$ cat src/rtl/ppe_fifo.sv
`default_nettype none
// ----------------------------------------------------------------------------
// ppe_fifo: small register queue
// Show-ahead queue: the oldest entry is presented while empty is low.
// ----------------------------------------------------------------------------
module ppe_fifo #(
  parameter int WIDTH = 8,
  parameter int DEPTH = 4
) (
  input  wire logic                         clk,
  input  wire logic                         rst,
  input  wire logic                         push,
  input  wire logic [WIDTH-1:0]             push_data,
  output logic                              full,
  input  wire logic                         pop,
  output logic [WIDTH-1:0]                  pop_data,
  output logic                              empty,
  output logic [$clog2(DEPTH+1)-1:0]        count
);

  localparam int PW = (DEPTH > 1) ? $clog2(DEPTH) : 1;
  localparam int CW = $clog2(DEPTH+1);

  logic [WIDTH-1:0] mem [DEPTH];
  logic [PW-1:0]    wr_ptr;
  logic [PW-1:0]    rd_ptr;
  logic             do_push;
  logic             do_pop;

  assign full     = (count == CW'(DEPTH));
  assign empty    = (count == '0);
  assign do_push  = push && !full;
  assign do_pop   = pop && !empty;
  assign pop_data = mem[rd_ptr];

  always_ff @(posedge clk) begin
    if (do_push) begin
      mem[wr_ptr] <= push_data;
    end
  end

  always_ff @(posedge clk) begin
    if (rst) begin
      wr_ptr <= '0;
      rd_ptr <= '0;
      count  <= '0;
    end else begin
      if (do_push) begin
        wr_ptr <= (wr_ptr == PW'(DEPTH-1)) ? '0 : wr_ptr + 1'b1;
      end
      if (do_pop) begin
        rd_ptr <= (rd_ptr == PW'(DEPTH-1)) ? '0 : rd_ptr + 1'b1;
      end
      if (do_push && !do_pop) begin
        count <= count + 1'b1;
      end else if (do_pop && !do_push) begin
        count <= count - 1'b1;
      end
    end
  end

endmodule
`default_nettype wire

$ cat config.mk
export PLATFORM = sky130hd
export DESIGN_NAME = ppe_fifo
export DESIGN_NICKNAME = d
export VERILOG_FILES = /design/src/rtl/ppe_fifo.sv
export SDC_FILE = /design/constraint.sdc
export NUM_CORES = 1
export LEC_CHECK = 0
export ABC_AREA = 1
export BUFFER_PORTS_ARGS = -buffer_cell sky130_fd_sc_hd__clkbuf_2
export CORE_MARGIN = 2
export CORE_UTILIZATION = 45
export DETAILED_ROUTE_END_ITERATION = 10
export GPL_ROUTABILITY_DRIVEN = 0
export HOLD_SLACK_MARGIN = 0.05
export MAX_ROUTING_LAYER = met4
export PLACE_DENSITY = 0.64
export SYNTH_ARGS = -nofsm -noshare
export SYNTH_HDL_FRONTEND = slang
export SYNTH_SLANG_ARGS = --single-unit
$ cat constraint.sdc
create_clock -name clk -period 2.6 [get_ports clk]
set_input_delay 0.13 -clock clk [delete_from_list [all_inputs] [get_ports clk]]
set_output_delay 0.13 -clock clk [all_outputs]
set_load 0.03 [all_outputs]
Yosys cells after proc, flatten, opt, wreduce, memory -nomap -nowiden. Memories as Yosys holds them, arrays and structs flattened. A register that Yosys moved wholly into a read port is not among the register bits. Index checks and enable logic that the tools add are counted.

Register bits after elaboration: 7. Bits in writable memories: 32. Bits of input ports: 12. Output and inout bits: 13. Word-level logic and storage cells: 29. Memories: 1.

Memories: mem (depth 4, width 8, rd ports 1, clocked after Yosys merged registers in 1, write ports 1, RTL line 24) `logic [WIDTH-1:0] mem [DEPTH];`.

Add/subtract/negate cells: 4. Equality and inequality tests: 3. Muxes and demuxes: 8. Reduce and logical (&&, ||, !) cells: 10.

Operator list (count): $mux 2 (4); $mux 3 (2); $add 2x1->2 const B (2); $eq 2x2->1 const B (2); $logic_and 1x1->1 (4); $logic_not 1->1 (4); $add 3x1->3 const B (1); $eq 3x3->1 const B (1); $logic_not 3->1 (1); $sub 3x1->3 const B (1); $mux 1 (2); $reduce_bool 2->1 (1).

Longest topological paths before layout.
Depth after elaboration: 7. Mapped depth: 13. Gate-level depth less buffers: 13.

Least setup slack after synthesis. No wires, ideal clock.

Path type: reg-to-reg. Start point: reg count[0]. End point: reg count[2]. Setup time: 0.110 ns. Arrival: 1.760 ns. Required time: 2.490 ns. Path slack: 0.730 ns. Cell stages (with the launch flop): 14. Buffers on the path: 0. Clock period less this slack: 1.870 ns. Cells stage by stage: dfxtp_1 > nor2_2 > nand2_2 > nand2_2 > inv_1 > ha_1 > inv_1 > fa_1 > inv_1 > nand2_1 > nand3_1 > nand2_1 > inv_1 > nor2_1.

Cells in the longest elaborated chain, start to end: 6. Elaborated cells between the ends (all ways): 15.

Ends and longest elaborated chain: start, declared (RTL line 18) `output logic [$clog2(DEPTH+1)-1:0] count`; start signal, assigned (RTL line 55) `count <= count + 1'b1;`; start signal, assigned (RTL line 57) `count <= count - 1'b1;`; $eq 3x3->1 (*) (RTL line 30) `assign full = (count == CW'(DEPTH));`; $logic_not 1->1 (*) (RTL line 32) `assign do_push = push && !full;`; $logic_and 1x1->1 (*) (RTL line 32); net do_push (RTL line 27) `logic do_push;`; $logic_not 1->1 (RTL line 56) `end else if (do_pop && !do_push) begin`; $logic_and 1x1->1 (RTL line 56); $reduce_bool 2->1 (no source line).

The timed path passes the listed nets; every way through them passes the cells marked *. The select of a mux whose other input is x is not followed. A chain may end at the register's enable or synchronous reset.

==> reports/qor.yml <==
pwr:
  pwr-share-clk_pct: 18.7
  p_leak_nw: 0.815
  combPwrFrac_pct: 37.6
  p_switching_uw: 822
  sw_frac_of_total_pct: 39.7
  p_int_mw: 1.25
  peakVddDrop_v: 0.000523
  p_per_area_mw_per_mm2: 1040
  seqPwrFrac_pct: 43.7
global_routing:
  grt_max_degree: 18
  grt_use_total_pct: 15.9
  grt-ovfl-total: 0
  antenna_found_initial: 0
  grt_pass1_vias: 1136
  grt_first_pass_wirelength_um: 4840
status:
  status: "finished clean"
synthesis:
  mappedNetlistArea_mm2: 0.00170
  ys_warn_count: 0
  syn_nets: 166
  ys_ff_latch: 41
  yosysSeqAreaShare_pct: 67.0
  synth.avg_cell_area_um2: 11.6
  synth_cell_types: 20
  synthCells: 147
placed_design:
  place_ws_ns: 0.784
  place_area_mm2: 0.00189
  dpl.cell_count: 221
  dpl.hpwl_um: 2060
  port_buffers: 24
route:
  firstDrtPassIters: 4
  wl_um: 2960
  wl_met1_um: 1290
  dr_wl_met3_um: 131
  vias: 1127
  wl_met2_um: 1480
  dr.first_iter.drc_count: 58
  top_layer_used: "met4"
  route.detailed.drc: 0
  avgRoutedWirePerCell_um: 12.9
  vias_per_cell: 4.90
  drtAntennaViolNets: 0
min_path:
  holdCritPathClass: "primary input to register"
final_layout:
  stdcell_count: 230
  drive_gt1_share_pct: 22.5
  final_nets: 200
  num_antenna_cells: 0
  syn_to_final_growth_pct: 16.3
  final_cell_area_mm2: 0.00198
clock_tree:
  cts_buffers: 5
  cts_max_level: 2
  clkLatencyLatePin_ns: 0.29
  clockBufferDepth: 2
  cts_sinks: 41
  cts_resized: 0
  path_clk_slew_ns: 0.06
  cts_tree: "built"
  root_buffer: "clkbuf_8"
sta:
  worst_clock_skew_ns: 0.00747
  fin_crit_sh_pct: 73.1
  period_needed_ns: 1.90
  finalSetupTns_ns: 0
  setup_slack_ns: 0.699
  fmax_ghz: 0.526
  final-setup-viol-count: 0
  finalHoldViolations: 0
  tightest_slew_ns: 0.603
  rsz0062_at_grt: "no"
  final_max_slew_viol_count: 0
  slew-limit-headroom_pct: 59.7
floorplanning:
  start_util_pct: 46.5
  fp.dieW_um: 65.5
  die_area_mm2: 0.00430
  ios: 25
  num_rows: 22
  die_h_um: 65.5
  core_mm2: 0.00366
worst_setup_path:
  crit_required_ns: 2.47
  critPathMaxFanout: 17
  criticalPathCategory: "register to output pin"
  endpoint_kind: "output pin"
  cp.arrival_ns: 1.77
  crit_path_start_kind: "register"
run:
  drv_cap: 0
## synthesized netlist by cell type
| library cell | count | share of area [%] |
|---|---|---|
| xor2_1 | 1 | 0.51 |
| a21oi_1 | 2 | 0.59 |
| ha_1 | 6 | 4.4 |
| nor2_1 | 32 | 7.0 |
| o21ai_2 | 3 | 1.5 |
| nand3b_1 | 2 | 0.88 |
| edfxtp_1 | 32 | 56 |
| o22ai_1 | 8 | 2.9 |
| inv_2 | 1 | 0.22 |
| nand2_2 | 3 | 1.1 |
| o21ai_0 | 13 | 3.8 |
| nand4_1 | 1 | 0.37 |
| nor2_2 | 1 | 0.37 |
| fa_1 | 1 | 1.2 |
| inv_1 | 17 | 3.7 |
| nand2_1 | 11 | 2.4 |
| o21ai_1 | 1 | 0.29 |
| buf_6 | 2 | 1.3 |
| dfxtp_1 | 9 | 11 |
| nand3_1 | 1 | 0.29 |
## layout by cell type (no fill, tap or decap), drive strengths merged
cell | Yosys | final
o21ai | 17 | 17
ha | 6 | 6
a21oi | 2 | 2
clkbuf | 0 | 32
nand2 | 14 | 14
inv | 18 | 18
o22ai | 8 | 8
xor2 | 1 | 1
dfxtp | 9 | 9
edfxtp | 32 | 32
nand3b | 2 | 2
nor2 | 33 | 33
dlygate4sd3 | 0 | 1
nand4 | 1 | 1
buf | 2 | 4
fa | 1 | 1
nand3 | 1 | 1
## stage by stage
step / util (%) / hold WS (ns) / power, mW
finish: 54.1 / 0.0567 / 2.07
global placement: 51.7 / 0.306 / 1.68
detailed placement: 51.7 / 0.314 / 1.71
CTS: 54.1 / 0.0547 / 2.09
global route: 54.1 / 0.0546 / 2.20
floorplan: - / 0.202 / 1.49
## worst max-delay path: stages, from the launching register on
cell and delay (ns):
dfxtp_1 0.70, inv_2 0.27, o21ai_0 0.23, o22ai_1 0.09, clkbuf_2 0.19
## path summary, 6_finish.rpt
kind	start	end	slack, ns	cells after the start
setup / recovery	register	pop_data[1]	0.70	4
hold / removal	push_data[4]	mem[1][4]	0.06	1
setup reg to reg	count[0]	count[2]	0.79	12
hold reg to reg	rd_ptr[1]	rd_ptr[1]	0.55	2
## per-layer routing
layer,track usage [%],vias to the layer above
li1,-,568
met2,26.4,30
met4,7.81,0
met1,17.8,521
met3,4.11,8
met5,-,-
## registers in the layout, summed over array words and instances (netlist names), named ones only
name	cells
mem	32
wr_ptr	2
count	3
rd_ptr	2
## final cells by class
| type | instances | area (µm²) |
|---|---|---|
| Timing Repair Buffer | 29 | 160 |
| Fill cell | 329 | 1680 |
| Inverter | 18 | 67.6 |
| Sequential cell | 41 | 1140 |
| Clock buffer | 8 | 80.1 |
| Tap cell | 48 | 60.1 |
| Multi-Input combinational cell | 86 | 473 |
## power groups by stage
stage	Combinational (mW)	Sequential [mW]	Clock, mW
floorplan	0.572	0.920	0
global placement	0.763	0.916	0
detailed placement	0.789	0.920	0
CTS	0.792	0.908	0.394
global route	0.862	0.923	0.416
finish	0.779	0.904	0.386
## cell families after synthesis
kind of cell | share of synthesized area [%]
buffers and inverters | 5.29
and+or+nand+nor | 12.5
adders and majority gates | 5.58
AOI/OAI and AO/OA | 9.18
DFF | 67.0
xor gates and xnor gates | 0.514
## timing repair
action / in CTS / in global routing
hold endpoints to repair: 1 / 0
buffers inserted: 0 / 0
hold buffers: 1 / 0
Power figures use the tool's default switching activity.
