## src/rtl/ppe_pkg.sv

```systemverilog
`default_nettype none
// ----------------------------------------------------------------------------
// ppe_pkg: shared types and constants of the palette pixel expander
// Operation and alpha-mode codes, the command passed from front to back, and
// the result beat held in the output queue.
// ----------------------------------------------------------------------------
package ppe_pkg;

  localparam int PALETTE_DEPTH_DEF = 256;
  localparam int CMD_DEPTH         = 4;
  localparam int RES_DEPTH         = 4;

  localparam logic [7:0] ALPHA_FULL = 8'hFF;
  localparam logic [7:0] ALPHA_NONE = 8'h00;

  typedef enum logic {
    OP_LOAD  = 1'b0,
    OP_PIXEL = 1'b1
  } op_t;

  typedef enum logic [2:0] {
    MODE_OPAQUE       = 3'd0,
    MODE_SEPARATE     = 3'd1,
    MODE_SEP_INVERTED = 3'd2,
    MODE_PAL_INVERTED = 3'd3,
    MODE_PACKED       = 3'd4
  } alpha_mode_t;

  typedef struct packed {
    logic        is_pixel;
    logic        in_range;
    logic [7:0]  index;
    logic [31:0] entry;     // alpha, red, green, blue from high to low byte
    logic        use_pal;   // alpha comes from the inverted palette alpha
    logic [7:0]  alpha;
    logic        last;
  } cmd_t;

  typedef struct packed {
    logic [7:0] blue;
    logic [7:0] green;
    logic [7:0] red;
    logic [7:0] alpha;
    logic       last;
  } res_t;

endpackage
`default_nettype wire

```

## src/rtl/ppe_front.sv

```systemverilog
`default_nettype none
// ----------------------------------------------------------------------------
// ppe_front: input classification
// Holds the alpha-mode register and the packed-alpha bit counter, and turns
// each accepted beat into a palette write or a pixel command.
// ----------------------------------------------------------------------------
module ppe_front #(
  parameter int PALETTE_DEPTH = ppe_pkg::PALETTE_DEPTH_DEF
) (
  input  wire logic          clk,
  input  wire logic          rst,
  input  wire logic          alpha_mode_we,
  input  wire logic [2:0]    alpha_mode_wdata,
  input  wire logic          accept,
  input  wire logic          operation,
  input  wire logic [7:0]    pixel_index,
  input  wire logic [7:0]    alpha_byte,
  input  wire logic [7:0]    entry_blue,
  input  wire logic [7:0]    entry_green,
  input  wire logic [7:0]    entry_red,
  input  wire logic [7:0]    entry_alpha,
  input  wire logic          last_pixel,
  output ppe_pkg::cmd_t      cmd
);

  ppe_pkg::alpha_mode_t alpha_mode;
  logic [2:0]           bit_position;
  logic [2:0]           bit_position_next;
  logic                 is_pixel;

  assign is_pixel = (ppe_pkg::op_t'(operation) == ppe_pkg::OP_PIXEL);

  always_comb begin
    cmd          = '0;
    cmd.is_pixel = is_pixel;
    cmd.in_range = ({1'b0, pixel_index} < 9'(PALETTE_DEPTH));
    cmd.index    = pixel_index;
    cmd.entry    = {entry_alpha, entry_red, entry_green, entry_blue};
    cmd.last     = last_pixel;
    cmd.use_pal  = 1'b0;
    unique case (alpha_mode)
      ppe_pkg::MODE_SEPARATE:     cmd.alpha = alpha_byte;
      ppe_pkg::MODE_SEP_INVERTED: cmd.alpha = ppe_pkg::ALPHA_FULL - alpha_byte;
      ppe_pkg::MODE_PAL_INVERTED: begin
        cmd.alpha   = ppe_pkg::ALPHA_FULL;
        cmd.use_pal = 1'b1;
      end
      ppe_pkg::MODE_PACKED: begin
        cmd.alpha = alpha_byte[bit_position] ? ppe_pkg::ALPHA_FULL : ppe_pkg::ALPHA_NONE;
      end
      default:                    cmd.alpha = ppe_pkg::ALPHA_FULL;
    endcase
  end

  // The counter only moves on pixels; the last pixel of an image restarts it.
  always_comb begin
    bit_position_next = bit_position;
    if (accept && is_pixel) begin
      if (last_pixel) begin
        bit_position_next = '0;
      end else if (alpha_mode == ppe_pkg::MODE_PACKED) begin
        bit_position_next = bit_position + 1'b1;
      end
    end
  end

  always_ff @(posedge clk) begin
    if (rst) begin
      alpha_mode   <= ppe_pkg::MODE_OPAQUE;
      bit_position <= '0;
    end else begin
      bit_position <= bit_position_next;
      if (alpha_mode_we) begin
        alpha_mode <= ppe_pkg::alpha_mode_t'(alpha_mode_wdata);
      end
    end
  end

endmodule
`default_nettype wire

```

## config.mk

```make
export PLATFORM = sky130hd
export DESIGN_NAME = ppe_front
export DESIGN_NICKNAME = d
export VERILOG_FILES = /design/src/rtl/ppe_pkg.sv /design/src/rtl/ppe_front.sv
export SDC_FILE = /design/constraint.sdc
export NUM_CORES = 1
export LEC_CHECK = 0
export BUFFER_PORTS_ARGS = -buffer_cell sky130_fd_sc_hd__buf_2
export CAP_MARGIN = 20
export CORE_ASPECT_RATIO = 1.5
export CORE_MARGIN = 10
export CORE_UTILIZATION = 35
export CTS_BUF_LIST = sky130_fd_sc_hd__clkbuf_2 sky130_fd_sc_hd__clkbuf_4 sky130_fd_sc_hd__clkbuf_8
export DETAILED_ROUTE_END_ITERATION = 7
export PLACE_DENSITY = 0.83
export SYNTH_ARGS = -nofsm -noshare
export SYNTH_HDL_FRONTEND = slang
export SYNTH_SLANG_ARGS = --single-unit
```

## constraint.sdc

```tcl
create_clock -name clk -period 2.07 [get_ports clk]
set_clock_uncertainty 0.05 [all_clocks]
set_input_delay 0.207 -clock clk [delete_from_list [all_inputs] [get_ports clk]]
set_output_delay 0.207 -clock clk [all_outputs]
set_load 0.005 [all_outputs]
```

* Word level (Yosys, flattened, before mapping)
Index checks and enable logic that the tools add are counted.
Operators by class: $add $sub $neg 2, multiply operators 0, div/mod/pow operators 0, magnitude comparators 1, equal/unequal tests 4, shift operators 0, mux-type cells 7, bitwise gates (word level) 0, reduce and logical (&&, ||, !) cells 3
Operators by type and width (count):
- one-hot mux 8 bit (3 select lines) | 1
- two-way mux 8 bit | 1
- subtractor 8 bit, first input constant | 1
- equality test 3 x 2 -> 1 bit, second input constant | 2
- two-way mux 3 bit | 2
- < comparator 3 x 4 -> 1 bit, second input constant | 1
- adder 3 x 1 -> 3 bit, second input constant | 1
- binary-select mux 1 bit (select 3 bit) | 1
- equality test 3 x 1 -> 1 bit, second input constant | 1
- equality test 3 bit, second input constant | 1
- two-way mux 1 bit | 2
- AND reduction 2 bit | 1
- nonzero test 2 bit | 1
- logical AND 1 bit | 1
Storage, ports and cells: register bits 6, bits in latches 0, memory bits (writable) 0, memory bits (read-only) 0, input port bits 57, output and inout bits 52, word-level logic and storage cells 19, memories kept 0

* Logic depth before layout (Yosys ltp)
Gate-level depths: netlist of run 1.
depth in word-level cells 4, gate-level depth with buffers 5, gate-level depth less buffers 4

* Worst setup path before layout of run 1
Ideal clock, no wire load.
path kind register -> output, from reg bit_position[0], to out cmd[1] (netlist bit), data arrival time 1.410 ns, data required time 1.813 ns, slack 0.403 ns, stages on the path, launching flop included 4, buffers on the path 0, cells stage by stage dfxtp_1 -> mux4_2 -> nor2b_1 -> o311ai_0
RTL lines:
- start, declared | line ppe_front.sv:27 | logic [2:0] bit_position;
- start signal, assigned | line ppe_front.sv:72 | bit_position <= bit_position_next;
- end, declared | line ppe_front.sv:23 | output ppe_pkg::cmd_t cmd

==> results of run 1 <==
==> state kept, by name, indices dropped and copies added (netlist names) <==
signal,count
bit_position,3
alpha_mode,3
==> worst paths after layout <==
check                                startpoint              end  slack, ns
worst max-delay path              alpha_mode[1]           cmd[4]       0.06
worst min-delay path                        rst    alpha_mode[1]       0.12
worst max register to register    alpha_mode[1]  bit_position[2]       0.45
worst min register to register  bit_position[2]  bit_position[2]       0.47
==> layer usage <==
layer  routed length, um  share of wire  vias up  GRT usage
li1                    -              -      354          -
met1                 724           0.33      339    0.06622
met2                1164           0.53       47     0.1330
met3                 248           0.11        8    0.04255
met4                  53          0.024        0    0.04694
met5                   0              0        -          0
==> worst max-delay path: stages (launching register included) <==
cell,delay (ns)
dfxtp_2,0.39
or3b_4,0.47
o311ai_0,0.45
buf_2,0.20
==> metrics by stage <==
stage	util	power (mW)	cells
finish	0.3322	0.4472	141
global route	0.3322	0.4707	141
detailed placement	0.3100	0.2601	138
floorplan	-	0.2641	120
global placement	0.3100	0.2591	138
CTS	0.3280	0.4523	141
==> report_power, final <==
part	switching (mW)	internal, mW	leakage (nW)
Clock	0.0581	0.126	0.0216
Combinational	0.0667	0.0702	0.266
Sequential	0.00612	0.120	0.0493
==> timing repair <==
| action | in CTS | in global routing |
|---|---|---|
| setup endpoints to repair | 5 | 3 |
| resized for setup | 6 | 2 |
| setup buffers | 0 | 0 |
==> layout make-up <==
| cell class | count | area share |
|---|---|---|
| Sequential cell | 6 | 0.1380 |
| Multi-Input combinational cell | 63 | 0.5747 |
| Inverter | 2 | 0.008535 |
| Clock buffer | 3 | 0.04694 |
| Timing Repair Buffer | 30 | 0.1792 |
| Tap cell | 37 | 0.05263 |
==> layout by cell type (no fill, tap or decap), types with 2 or more instances in the layout <==
master / instances
buf_4: 3
buf_2: 27
inv_1: 2
mux2i_1: 5
or3_1: 2
o311ai_0: 5
nor2_1: 4
a21o_1: 8
o21ai_0: 2
clkbuf_8: 3
o311ai_1: 3
dfxtp_1: 5
or3b_2: 8
a21oi_1: 3
nand3b_1: 8
==> cells by family (layout without fill, tap and decap cells) <==
group	after synthesis	after routing
AOI/OAI and AO/OA	25	25
xor gates and xnor gates	1	1
adders and majority gates	1	1
buffers and inverters	51	35
DFF	6	6
muxes	6	6
other	1	1
and+or+nand+nor	29	29
==> impl_metrics.csv, run 1 <==
group,metric,value,unit
sta,hold_ws,0.1232,ns
hold_path,min_path_type,"input port to register",
critical_path,crit_path_end_kind,"output pin",
logic_synthesis,syn_inst,120,
hold_path,hold_depth,2,
logic_synthesis,synthesis.area,962.2,um2
sta,rsz0062_at_grt,"no",
power,p_leak,0.3365,nW
clock_tree,ctsHoldBuffers,0,
logic_synthesis,synth_area_per_cell,8.018,um2
drt,drtIter0Drc,17,
global_routing,grt-ovfl-total,0,
critical_path,path_class,"register to output pin",
global_routing,grt_max_degree,22,
floorplan,design.die.area,0.005290,mm2
critical_path,worst_setup_path_start_kind,"register",
clock_tree,cts-root-buf,"clkbuf_8",
clock_tree,cts.htree.levels,1,
logic_synthesis,synth_fa_ha_area_frac,0.01300,
global_routing,grt_first_pass_wirelength,3374,um
place,place_congestion,0.8017,
drt,num_vias,748,
clock_tree,clk_pin_slew_worst_paths,0.04,ns
place,pre_cts_slack,0.03624,ns
sta,min_period,2.009,ns
sta,finalSetupViolCount,0,
logic_synthesis,async_flop_share,0,
drt,wl_per_cell,15.54,um
global_routing,antenna_found_initial,0,
global_routing,grt.total_usage,0.07614,
drt,drc,0,
floorplan,die_w,62.81,um
logic_synthesis,synth.distinct_cells,27,
floorplan,fp-row-count,23,
global_routing,grt_pass1_vias,723,
logic_synthesis,synth_flop_cell,"dfxtp_1",
logic_synthesis,synth-simple-area-share,0.2133,
logic_synthesis,synth-xor-area-share,0.009103,
logic_synthesis,yosys_warnings,0,
place,place_hpwl,1688,um
critical_path,cp.arrival,1.75,ns
sta,timing.final.crit_share,0.9704,
logic_synthesis,synth_nets,178,
flow_run,drv_cap,0,
floorplan,io_pins,109,
power,vdd_drop_max,0.2482,mV
critical_path,cp.required,1.81,ns
final_layout,multiInputGateArea,505.5,um2
logic_synthesis,synth_compound_area_frac,0.1938,
drt,drt-total-wl,2191,um
clock_tree,cts_made_buffers,3,
floorplan,coreArea,0.002648,mm2
final_layout,nNetsFinal,164,
logic_synthesis,yosysMostFrequentCell,"buf_4",
outcome,outcome,"completed",
drt,first_pass_iters,4,
place,port_buffers,27,
place,place_area,820.8,um2
sta,final-hold-violation-count,0,
logic_synthesis,synth_commonest_cells,"buf_4, a21o_1, nand3b_1, o311ai_0, or3b_2",
logic_synthesis,synth_top_family_by_area,"buffers and inverters",
clock_tree,cts_tree,"built",
floorplan,die_h,84.22,um
logic_synthesis,synthMuxAreaShare,0.07542,
clock_tree,cts_sinks,6,
sta,timing.final.max_slew_violations,0,
logic_synthesis,synth_top_area_cell,"buf_4",
final_layout,fillCellCount,308,
logic_synthesis,synth-seq-cells,6,
critical_path,rr_worst_depth,3,
logic_synthesis,ys_seq_area_frac,0.1248,
final_layout,area.sequential,121.4,um2
sta,setup_ws,0.06136,ns
critical_path,critPathMaxFanout,21,
power,powerDensity,508.4,mW/mm2
floorplan,start_util,0.3634,
final_layout,syn_to_final_growth,-8.583,%
logic_synthesis,synth_edf_count,0,
clock_tree,clockBufferDepth,2,
sta,setup_tns,0,ns
final_layout,drive_above_1_share,0.4519,
logic_synthesis,synth_area_leaders,"buf_4, dfxtp_1, o311ai_0, or3b_2, a21o_1",
clock_tree,insertion_delay,0.23,ns
logic_synthesis,synth_top_area_frac,0.3355,
final_layout,num_antenna_cells,0,
sta,fmax,497.9,MHz
drt,drtAntennaViolNets,0,
final_layout,design_area,879.6,um2
drt,viasPerCell,5.305,
Power figures use the tool's default switching activity.
==> run 2, diff against run 1 <==
- CORE_ASPECT_RATIO: 1.5 -> default
==> impl_metrics.csv, run 2 (synthesis gave the netlist of run 1 again) <==
group,metric,value,unit
global_routing,grt_max_degree,22,
place,place_hpwl,1831,um
clock_tree,cts_sinks,6,
clock_tree,cts-root-buf,"clkbuf_4",
drt,first_pass_iters,4,
critical_path,critPathBufInv,2,
floorplan,design.die.area,0.005246,mm2
final_layout,layout_common_cells,"buf_2, nand3b_1, or3b_2, a21o_1",
critical_path,r2r-start,"alpha_mode[1]",
place,place_area,812.0,um2
global_routing,grt-ovfl-total,0,
final_layout,area.sequential,121.4,um2
global_routing,grt.total_usage,0.08819,
final_layout,syn_to_final_growth,-11.44,%
place,pre_cts_slack,0.1112,ns
critical_path,cp.arrival,1.70,ns
drt,num_vias,784,
critical_path,cp_top_family,"simple AND/OR/NAND/NOR gates",
hold_path,hold_depth,2,
global_routing,grt_pass1_vias,832,
drt,drtIter0Drc,55,
hold_path,min_to,"alpha_mode[1]",
sta,fmax,510.0,MHz
place,place_congestion,0.7476,
floorplan,die_h,72.43,um
sta,min_period,1.961,ns
critical_path,cp.required,1.81,ns
clock_tree,clockBufferDepth,2,
final_layout,final_common_cell,"buf_2",
final_layout,nNetsFinal,164,
floorplan,coreArea,0.002545,mm2
global_routing,antenna_found_initial,0,
clock_tree,cts_made_buffers,3,
power,powerDensity,438.9,mW/mm2
drt,drtAntennaViolNets,0,
critical_path,rr_worst_depth,3,
critical_path,reg2reg_setup_slack,0.43,ns
power,vdd_drop_max,0.1794,mV
final_layout,stdcell_count,134,
sta,setup_tns,0,ns
power,p_leak,0.3291,nW
final_layout,num_antenna_cells,0,
place,dp_cells,131,
flow_run,drv_cap,0,
drt,viasPerCell,5.851,
sta,rsz0062_at_grt,"no",
critical_path,critPathMaxFanout,19,
sta,timing.final.max_slew_violations,0,
drt,wl_per_cell,17.88,um
place,port_buffers,27,
drt,drc,0,
critical_path,cp_cell_sequence,"buf_4 -> or3b_2 -> a21o_1 -> o311ai_1 -> buf_2",
critical_path,cp_slowest_cell,"or3b_2",
floorplan,io_pins,109,
clock_tree,insertion_delay,0.25,ns
clock_tree,ctsHoldBuffers,0,
final_layout,fillCellCount,271,
clock_tree,cts_setup_buffers,0,
critical_path,r2r_end,"bit_position[2]",
sta,final-hold-violation-count,0,
final_layout,drive_above_1_share,0.4519,
critical_path,worst_setup_path_start_kind,"register",
clock_tree,cts_tree,"built",
final_layout,top_regs,"alpha_mode (3), bit_position (3)",
clock_tree,cts.htree.levels,1,
drt,drt-total-wl,2396,um
final_layout,design_area,852.1,um2
floorplan,fp-row-count,18,
sta,setup_ws,0.1094,ns
critical_path,crit_path_end_kind,"output pin",
clock_tree,cts_resized,3,
hold_path,hp-start,"rst",
final_layout,multiInputGateArea,505.5,um2
sta,finalSetupViolCount,0,
global_routing,grt_first_pass_wirelength,3781,um
outcome,outcome,"completed",
hold_path,min_path_type,"input port to register",
floorplan,start_util,0.3781,
clock_tree,clk_pin_slew_worst_paths,0.04,ns
critical_path,path_class,"register to output pin",
sta,timing.final.crit_share,0.9472,
floorplan,die_w,72.43,um
critical_path,slowest_delay,0.49,ns
run 2: worst reg2reg max path, stage by stage (launching register included):
cell     delay, ns
dfxtp_2       0.40
or3b_4        0.49
or4_1         0.50
a21oi_1       0.14
run 2: area by class of cell:
class / instances / share of cell area
flip-flops and latches: 6 / 0.1424
inverters: 2 / 0.008811
multi-input cells: 63 / 0.5932
clock buffers: 3 / 0.02643
repair buffers: 30 / 0.1850
well taps: 30 / 0.04405
run 2: per-layer routing:
layer / GRT usage / part of all wire
met3: 0.04082 / 0.11
met2: 0.1361 / 0.47
met1: 0.08596 / 0.38
met4: 0.08228 / 0.046
met5: 0 / 0
run 2: stage by stage:
step	power [mW]	hold WS, ns	util
4_1_cts	0.3744	0.1159	0.3304
5_1_grt	0.4061	0.1123	0.3348
6_report	0.3740	0.1140	0.3348
3_5_place_dp	0.2619	0.3640	0.3191
3_3_place_gp	0.2557	0.3640	0.3191
2_1_floorplan	0.2641	0.2294	-
run 2: power by group:
| group | internal (mW) | total (mW) | switching (mW) | leakage [nW] |
|---|---|---|---|---|
| logic | 0.0706 | 0.139 | 0.0681 | 0.266 |
| registers | 0.120 | 0.127 | 0.00684 | 0.0493 |
| clock network | 0.0656 | 0.108 | 0.0426 | 0.0138 |
| total | 0.256 | 0.374 | 0.118 | 0.329 |
run 2: worst max path at each step:
stage | from | end | slack [ns] | cells after the start
2_1_floorplan | bit_position[0] | cmd[1] | 0.40 | 3
3_3_place_gp | alpha_mode[1] | cmd[2] | 0.18 | 3
3_5_place_dp | alpha_mode[1] | cmd[1] | 0.11 | 3
4_1_cts | alpha_mode[0] | cmd[1] | 0.02 | 5
5_1_grt | bit_position[0] | cmd[8] | 0.005 | 4
6_report | alpha_mode[0] | cmd[1] | 0.11 | 5
==> run 3, diff against run 2 <==
- CELL_PAD_IN_SITES_DETAIL_PLACEMENT: default -> 1
- CELL_PAD_IN_SITES_GLOBAL_PLACEMENT: default -> 2
- CORE_UTILIZATION: 35 -> 16
- PLACE_DENSITY: 0.83 -> default
- PLACE_DENSITY_LB_ADDON: default -> 0.1
==> impl_metrics.csv, run 3 (synthesis gave the netlist of run 1 again) <==
group,metric,value,unit
drt,viasPerCell,4.348,
floorplan,coreArea,0.005886,mm2
place,port_buffers,27,
clock_tree,clk_pin_slew_worst_paths,0.03,ns
final_layout,nNetsFinal,166,
drt,wl_per_cell,16.35,um
final_layout,final_common_cell,"buf_2",
floorplan,die_h,97.55,um
floorplan,start_util,0.1635,
final_layout,multiInputGateArea,499.2,um2
final_layout,fillCellCount,724,
clock_tree,insertion_delay,0.22,ns
critical_path,cp.arrival,1.66,ns
clock_tree,cts_made_buffers,3,
global_routing,grt_first_pass_wirelength,4850,um
final_layout,drive_above_1_share,0.4528,
drt,first_pass_iters,2,
place,place_congestion,0.7008,
critical_path,cp_slowest_cell,"or3b_4",
final_layout,layout_common_cells,"buf_2, nand3b_1, or3b_2, a21o_1",
critical_path,cp.required,1.81,ns
sta,finalSetupViolCount,0,
sta,min_period,1.922,ns
sta,final-hold-violation-count,0,
clock_tree,cts_sinks,6,
outcome,outcome,"completed",
clock_tree,cts.htree.levels,1,
sta,fmax,520.3,MHz
sta,rsz0062_at_grt,"no",
clock_tree,clockBufferDepth,2,
clock_tree,cts_setup_buffers,0,
place,place_area,895.9,um2
global_routing,grt_max_degree,22,
final_layout,num_antenna_cells,0,
critical_path,worst_setup_path_start_kind,"register",
critical_path,critPathBufInv,1,
critical_path,cp_top_family,"simple AND/OR/NAND/NOR gates",
critical_path,cp_cell_sequence,"or3b_4 -> o311ai_0 -> buf_2",
global_routing,grt.total_usage,0.06284,
floorplan,fp-row-count,28,
floorplan,die_w,97.55,um
global_routing,grt-ovfl-total,0,
drt,drt-total-wl,2959,um
floorplan,design.die.area,0.009515,mm2
critical_path,critPathMaxFanout,21,
final_layout,design_area,948.4,um2
drt,drtIter0Drc,12,
global_routing,antenna_found_initial,0,
power,vdd_drop_max,0.07646,mV
critical_path,crit_path_end_kind,"output pin",
drt,drtAntennaViolNets,0,
power,powerDensity,474.1,mW/mm2
power,p_leak,0.3496,nW
hold_path,min_path_type,"input port to register",
final_layout,area.sequential,121.4,um2
floorplan,io_pins,109,
final_layout,top_regs,"alpha_mode (3), bit_position (3)",
critical_path,path_class,"register to output pin",
sta,timing.final.crit_share,0.9284,
critical_path,slowest_delay,0.50,ns
drt,drc,0,
drt,num_vias,787,
clock_tree,cts-root-buf,"clkbuf_8",
sta,hold_ws,0.1415,ns
flow_run,drv_cap,0,
power,finalPower,449.6,uW
clock_tree,cts_tree,"built",
sta,timing.final.max_slew_violations,0,
final_layout,syn_to_final_growth,-1.430,%
global_routing,grt_pass1_vias,872,
place,place_hpwl,2418,um
## run 3: stage by stage
stage,utilization,instances,worst slack (ns),setup TNS (ns)
after floorplan,-,120,0.4031,0
after global placement,0.1522,178,0.03754,0
after detailed placement,0.1522,178,-0.01680,-0.01680
after CTS,0.1599,181,0.04922,0
after global routing,0.1611,181,0.009540,0
final,0.1611,181,0.1481,0
## run 3: per-layer routing
layer / wire, um / vias up / global-route usage
met1: 1109 / 372 / 0.05962
met4: 95 / 0 / 0.05034
met5: 0 / - / 0
met3: 304 / 13 / 0.03058
met2: 1450 / 44 / 0.1017
li1: - / 358 / -
## run 3: final timing paths
kind                                      start              end  slack (ns)  cells past startpoint
worst min-delay path                        rst    alpha_mode[1]        0.14                      2
worst max-delay path              alpha_mode[1]           cmd[5]        0.15                      3
worst min register to register  bit_position[2]  bit_position[2]        0.47                      2
worst max register to register    alpha_mode[1]  bit_position[2]        0.41                      3
## run 3: layout make-up
class,instances,share of cell area
tap,75,0.09894
inverter,2,0.007916
multi-input combinational,63,0.5264
sequential,6,0.1280
clock buffer,3,0.04354
timing repair buffer,32,0.1953
## run 3: what timing repair did
action / CTS / global route
endpoints found under the setup margin: 8 / 5
gates resized for setup: 3 / 6
pin swaps: 0 / 0
hold buffers: 0 / 0
## run 3: worst register-to-register path: cells and delay by family (launching register included)
family | cells | cell delay, ns
flops | 1 | 0.40
compound gates | 1 | 0.14
simple gates | 2 | 1.00
## run 3: power by group
part / internal [mW] / total (mW) / switching (mW) / leakage, nW
combinational: 0.0780 / 0.150 / 0.0724 / 0.279
clock: 0.125 / 0.171 / 0.0466 / 0.0216
sequential: 0.121 / 0.128 / 0.00750 / 0.0493
total: 0.323 / 0.450 / 0.126 / 0.350
